`src/hw/rtl/tccw_pkg.sv`:
```
`timescale 1ns / 1ps

package tccw_pkg;

    // Screen geometry
    localparam int COLUMNS   = 80;
    localparam int ROWS      = 25;
    localparam int TAB_WIDTH = 8;
    localparam int CELLS     = COLUMNS * ROWS;

    // Internal widths
    localparam int ADDR_W = $clog2(CELLS);
    localparam int COL_W  = $clog2(COLUMNS);
    localparam int COLT_W = $clog2(COLUMNS + TAB_WIDTH);
    localparam int ROW_W  = $clog2(ROWS);
    localparam int ROWT_W = ROW_W + 1;
    localparam int PH_W   = $clog2(TAB_WIDTH);

    // Port field widths
    localparam int REQ_W  = 2;
    localparam int CHAR_W = 8;
    localparam int IDX_W  = 11;
    localparam int OCOL_W = 7;
    localparam int OROW_W = 5;
    localparam int OFF_W  = 11;
    localparam int CELL_W = 16;
    localparam int ATTR_W = 8;

    // Scan limits over the cell store
    localparam logic [ADDR_W-1:0] LAST_CELL      = ADDR_W'(CELLS - 1);
    localparam logic [ADDR_W-1:0] LAST_COPY      = ADDR_W'(CELLS - COLUMNS - 1);
    localparam logic [ADDR_W-1:0] FIRST_LAST_ROW = ADDR_W'(CELLS - COLUMNS);

    // Reset values
    localparam logic [ATTR_W-1:0] ATTR_RESET = 8'h0F;
    localparam logic [CELL_W-1:0] CELL_RESET = 16'h0F20;

    // Request codes
    localparam logic [REQ_W-1:0] REQ_PUT   = 2'd0;
    localparam logic [REQ_W-1:0] REQ_CLEAR = 2'd1;
    localparam logic [REQ_W-1:0] REQ_READ  = 2'd2;

    // Character codes
    localparam logic [CHAR_W-1:0] CH_BS    = 8'h08;
    localparam logic [CHAR_W-1:0] CH_TAB   = 8'h09;
    localparam logic [CHAR_W-1:0] CH_LF    = 8'h0A;
    localparam logic [CHAR_W-1:0] CH_CR    = 8'h0D;
    localparam logic [CHAR_W-1:0] CH_SPACE = 8'h20;

    // Cursor; phase tracks col modulo the tab width
    typedef struct packed {
        logic [COL_W-1:0] col;
        logic [ROW_W-1:0] row;
        logic [PH_W-1:0]  phase;
    } t_cursor;

    // Outcome of one put-character step
    typedef struct packed {
        t_cursor cur;
        logic    print;
        logic    scroll;
    } t_step;

endpackage

```
`src/hw/rtl/tccw_cursor.sv`:
```
`timescale 1ns / 1ps

// Cursor update for one put-character beat
module tccw_cursor
    import tccw_pkg::*;
(
    input  t_cursor           i_cur,
    input  logic [CHAR_W-1:0] i_char,
    output t_step             o_step
);

    logic [COLT_W-1:0] col_t;
    logic [ROWT_W-1:0] row_t;
    logic [PH_W-1:0]   ph;
    logic              print;
    logic              scroll;

    always_comb begin
        col_t = COLT_W'(i_cur.col);
        row_t = ROWT_W'(i_cur.row);
        ph    = i_cur.phase;
        print = 1'b0;

        // character handling
        if (i_char == CH_BS) begin
            if (i_cur.col != '0) begin
                col_t = col_t - 1'b1;
                ph    = (ph == '0) ? PH_W'(TAB_WIDTH - 1) : ph - 1'b1;
            end
        end else if (i_char == CH_TAB) begin
            col_t = col_t + COLT_W'(TAB_WIDTH) - COLT_W'(ph);
            ph    = '0;
        end else if (i_char == CH_CR) begin
            col_t = '0;
            ph    = '0;
        end else if (i_char == CH_LF) begin
            col_t = '0;
            ph    = '0;
            row_t = row_t + 1'b1;
        end else if (i_char >= CH_SPACE) begin
            print = 1'b1;
            col_t = col_t + 1'b1;
            ph    = (ph == PH_W'(TAB_WIDTH - 1)) ? '0 : ph + 1'b1;
        end

        // line wrap
        if (col_t >= COLT_W'(COLUMNS)) begin
            col_t = '0;
            ph    = '0;
            row_t = row_t + 1'b1;
        end

        // past the bottom row: scroll and stay on the last row
        scroll = (row_t >= ROWT_W'(ROWS));
        if (scroll) begin
            row_t = ROWT_W'(ROWS - 1);
        end

        o_step.cur.col   = COL_W'(col_t);
        o_step.cur.row   = ROW_W'(row_t);
        o_step.cur.phase = ph;
        o_step.print     = print;
        o_step.scroll    = scroll;
    end

endmodule

```
`config.mk`:
```
export PLATFORM = sky130hd
export DESIGN_NAME = tccw_cursor
export DESIGN_NICKNAME = d
export VERILOG_FILES = /design/src/hw/rtl/tccw_pkg.sv /design/src/hw/rtl/tccw_cursor.sv
export SDC_FILE = /design/constraint.sdc
export NUM_CORES = 1
export LEC_CHECK = 0
export ABC_AREA = 1
export ABC_CLOCK_PERIOD_IN_PS = 2180
export BUFFER_PORTS_ARGS = -buffer_cell sky130_fd_sc_hd__clkbuf_2
export CORE_ASPECT_RATIO = 0.7
export CORE_MARGIN = 1
export CORE_UTILIZATION = 30
export DETAILED_ROUTE_END_ITERATION = 10
export GPL_ROUTABILITY_DRIVEN = 0
export PLACE_DENSITY_LB_ADDON = 0.12
export SLEW_MARGIN = 20
export SYNTH_ARGS = -nofsm -noshare
export SYNTH_HDL_FRONTEND = slang
export SYNTH_SLANG_ARGS = --single-unit
```
`constraint.sdc`:
```
create_clock -name vclk -period 2.18
set_input_delay 0 -clock vclk [all_inputs]
set_output_delay 0 -clock vclk [all_outputs]
set_load 0.01 [all_outputs]
```
**After elaboration in Yosys (flattened, before gate mapping)**

Cells that the tools add are included.

- Bits in read-only memories: 0
- Register bits: 0
- Memories: 0
- Output and inout bits: 17
- RAM bits: 0
- Latch bits: 0
- Bits of input ports: 23

- $lt $le $gt $ge: 3
- Multiply operators: 0
- Shift-type cells: 0
- Div/mod/pow operators: 0
- Multiplexer cells: 27
- Equality and inequality tests: 5
- Reductions and logical operators: 2
- Bitwise gates (word level): 0
- Add/subtract/negate cells: 8

Operators by type and width:

| operator | number |
|---|---|
| $mux W7 | 7 |
| $eq A8 B4 Y1 const B | 4 |
| $mux W6 | 5 |
| $mux W3 | 9 |
| $ge A8 B6 Y1 const B | 1 |
| $add A7 B1 Y7 const B | 1 |
| $add A7 B4 Y7 const B | 1 |
| $ge A7 B7 Y1 const B | 1 |
| $reduce_bool A7 Y1 | 1 |
| $sub A7 B1 Y7 const B | 1 |
| $sub A7 B3 Y7 | 1 |
| $add A5 B1 Y6 const B | 1 |
| $add A6 B1 Y6 const B | 1 |
| $ge A6 B5 Y1 const B | 1 |
| $mux W1 | 5 |
| $mux W5 | 1 |
| $add A3 B1 Y3 const B | 1 |
| $eq A3 B3 Y1 const B | 1 |
| $logic_not A3 Y1 | 1 |
| $sub A3 B1 Y3 const B | 1 |

**Longest topological paths before layout**

- Depth after elaboration: 10
- Gate-level depth with buffers: 21
- Depth with buffers taken out: 21

**Worst setup path after synthesis**

OpenSTA, ideal clock, no wires.

- Path type: input to output
- Start point: input i_cur[1] (netlist name)
- End point: output o_step[0] (netlist name)
- Stages on the path: 19
- Setup slack: 0.091 ns
- Arrival: 2.089 ns
- Buffers on the path: 1
- Path through: inv_1 ha_1 ha_1 inv_1 fa_1 inv_1 nand2_1 nand3_1 xnor2_1 nand2_1 nand3_2 o21ai_4 inv_4 nand2_2 nand2_2 nor2_2 nand2_2 nand2_4 buf_4

- Word-level cells in the longest chain between the ends: 6

Ends and longest elaborated chain:

| item | line | source |
|---|---|---|
| start: declaration | tccw_cursor.sv:7 | `input t_cursor i_cur,` |
| $sub A7 B3 Y7 | tccw_cursor.sv:31 | `col_t = col_t + COLT_W'(TAB_WIDTH) - COLT_W'(ph);` |
| $mux W7 | tccw_cursor.sv:30 | `end else if (i_char == CH_TAB) begin` |
| $mux W7 | tccw_cursor.sv:25 | `if (i_char == CH_BS) begin` |
| $ge A7 B7 Y1 | tccw_cursor.sv:47 | `if (col_t >= COLT_W'(COLUMNS)) begin` |
| $mux W6 | tccw_cursor.sv:47 |  |
| $ge A6 B5 Y1 | tccw_cursor.sv:54 | `scroll = (row_t >= ROWT_W'(ROWS));` |
| end: declaration | tccw_cursor.sv:9 | `output t_step o_step` |

No other way between the ends.

==> metrics.md <==
| Metric | Value |
|---|---|
| Status | finished, violations left |
| Failing checks | negative setup slack |
| Yosys synthesis warning count | 0 |
| Period Utilization, post-route | 102% |
| Die area | 5600 µm² |
| FFs & Latches | 0 |
| CP arrival | 2.22 ns |
| CP startpoint kind | primary input |
| CP endpoint kind | output port |
| Die width | 89.0 µm |
| Met2 routed WL | 1670 µm |
| Fmax | 451 MHz |
| Total wire length | 4440 µm |
| Crit-path max cell delay | 0.32 ns |
| Top cells by area, synth | ha_1 13%, nand2_1 13%, nand3_1 7.2% |
| Hold wc startpoint | i_cur[14] |
| Top Ports | 40 |
| CP startpoint | i_cur[9] |
| DR iter-0 viols | 115 |
| Cell area after placement | 2060 µm² |
| Slowest cell on the critical path | fa_2 |
| Sequence of cells on the critical path | buf_6, ha_4, ha_4, inv_2, fa_2, inv_2, nand2_2, buf_4, buf_4, buf_4, buf_4, buf_4, buf_4, nand2_1, o32ai_1, a31oi_1, nor2_1, buf_2 |
| IO buf count | 40 |
| Max Fanout on Critical Path | 2 |
| Die Span Y | 62.9 µm |
| Final ANT Viol Nets | 0 |
| Final HPWL from detailed placement | 3710 µm |
| Largest net degree at the start of global routing | 14 |
| Initial antenna violation count | 0 |
| Commonest non-fill, non-tap cell in the layout | nand2_1 |
| Yosys top cell area share | 13.4% |
| Mapped Cells | 253 |
| Synth area leader | ha_1 |
| Residual DRC | 0 |
| # diodes | 0 |
| WS Path Type | primary input to output port |
| CP dominant cell by count | buf_4 |
| WP data required | 2.18 ns |
| Nets | 375 |
| Static Leak | 1.24 nW |
| Share of cells above drive strength 1 | 49.4% |
| DR vias/cell | 4.52 |
| RSZ-0062 raised after global routing | yes |
| Row count | 21 |
| Maxcap violations | 0 |
| Total track usage | 16.5% |
| Slew margin rel. | 80.4% |
| CP top delay family | buffers and inverters |
| Post-synthesis cell type count | 36 |
| Final worst setup slack | -0.0388 ns |
| Final total power | 477 µW |
| Vias | 1812 |
| Final Critical Period | 2.22 ns |
| Hold buffer count at CTS | 0 |
| HP Class | primary input to output port |
| Core area | 4940 µm² |
| Worst-Margin Slew | 0.293 ns |
| Highest Signal Layer | met3 |
| Inst Count DP | 387 |
| Mapped Nets | 294 |
| Fill count | 535 |
| Met1 WL | 2530 µm |
| Mean Syn Cell Area | 6.29 µm² |
| Non-Filler Instances | 401 |
| Max-slew violations | 0 |
| Final Hold Viols | 0 |
| First-pass GRT wire length | 7490 µm |
| Mapped cell area | 1590 µm² |
| 1st-pass router iterations | 4 |
| CLK BUF | 0 |
| Most frequent cells in the layout | 48 x nand2_1, 43 x buf_4, 30 x clkbuf_2 |
| PD cells | 207 nW/µm² |
| Vias in the first global route | 1539 |
| Final setup vio count | 4 |
| Met3 Wirelength | 237 µm |
| Share of the yosys chip area belonging to registers | 0% |
| Initial Utilization | 32.2% |
| FF/Latch Area | 0 µm² |
| Worst Path Buf+Inv | 10 |
| GRT overflow | 0 |
| WL/cell | 11.1 µm |
| Area Overhead vs Synth | 44.8% |
| Final Cell Area | 2300 µm² |
| Maximum VDD drop | 0.0000790 V |
## cell usage after synthesis
library cell,instances
a21oi_1,6
a31oi_1,2
a32o_1,1
buf_2,1
buf_4,2
buf_6,1
clkinv_1,2
fa_1,1
ha_1,17
inv_1,29
inv_2,8
inv_4,1
inv_6,1
nand2_1,55
nand2_2,10
nand2_4,6
nand2_8,1
nand3_1,23
nand3_2,5
nand3_4,2
nand3b_1,1
nand4_1,4
nor2_1,24
nor2_2,5
nor2_4,9
nor2_8,2
o211ai_1,1
o21ai_0,10
o21ai_1,1
o21ai_2,2
o21ai_4,1
o221ai_1,2
o22ai_1,1
o32ai_1,2
xnor2_1,5
xor2_1,9
## cells by family after synthesis
logic type	Yosys count	synth area share [%]
compound gates	29	12.0
xor+xnor	14	7.71
fa+ha+maj	18	14.6
buf+inv	45	12.1
simple gates	147	53.6
## cell type report
class / count / area (µm²) / area share (%)
Inverter: 41 / 165 / 7.17
Multi-Input combinational cell: 208 / 1510 / 65.7
Tap cell: 69 / 86.3 / 3.75
Timing Repair Buffer: 83 / 539 / 23.4
## path summary, 6_finish.rpt
path,cells after the start,end,slack [ns]
setup / recovery,18,o_step[13],-0.04
hold / removal,4,o_step[16],0.51
## stage by stage
stage               utilization, %  worst slack, ns  hold slack [ns]  setup TNS (ns)
floorplan                        -           0.0907            0.195               0
global placement              41.8           -0.165            0.504          -0.911
detailed placement            41.8           -0.223            0.509           -1.28
CTS                           44.2           -0.104            0.509          -0.430
global route                  46.6           -0.162            0.554          -0.975
finish                        46.6          -0.0388            0.512          -0.101
## power breakdown
part	internal, mW	switching (mW)
clock	0	0
sequential	0	0
combinational	0.224	0.254
total	0.224	0.254
## what timing repair did
item                       in CTS  in global routing
gates resized for setup        16                 31
setup endpoints to repair      14                 14
pin swaps                      12                 21
setup buffers                   9                  6
## per-layer routing
layer	vias up	global-route usage [%]
li1	975	-
met1	789	29.4
met2	48	22.1
met3	0	0
met4	0	0
met5	-	0
(Power assumes the default switching activity.)
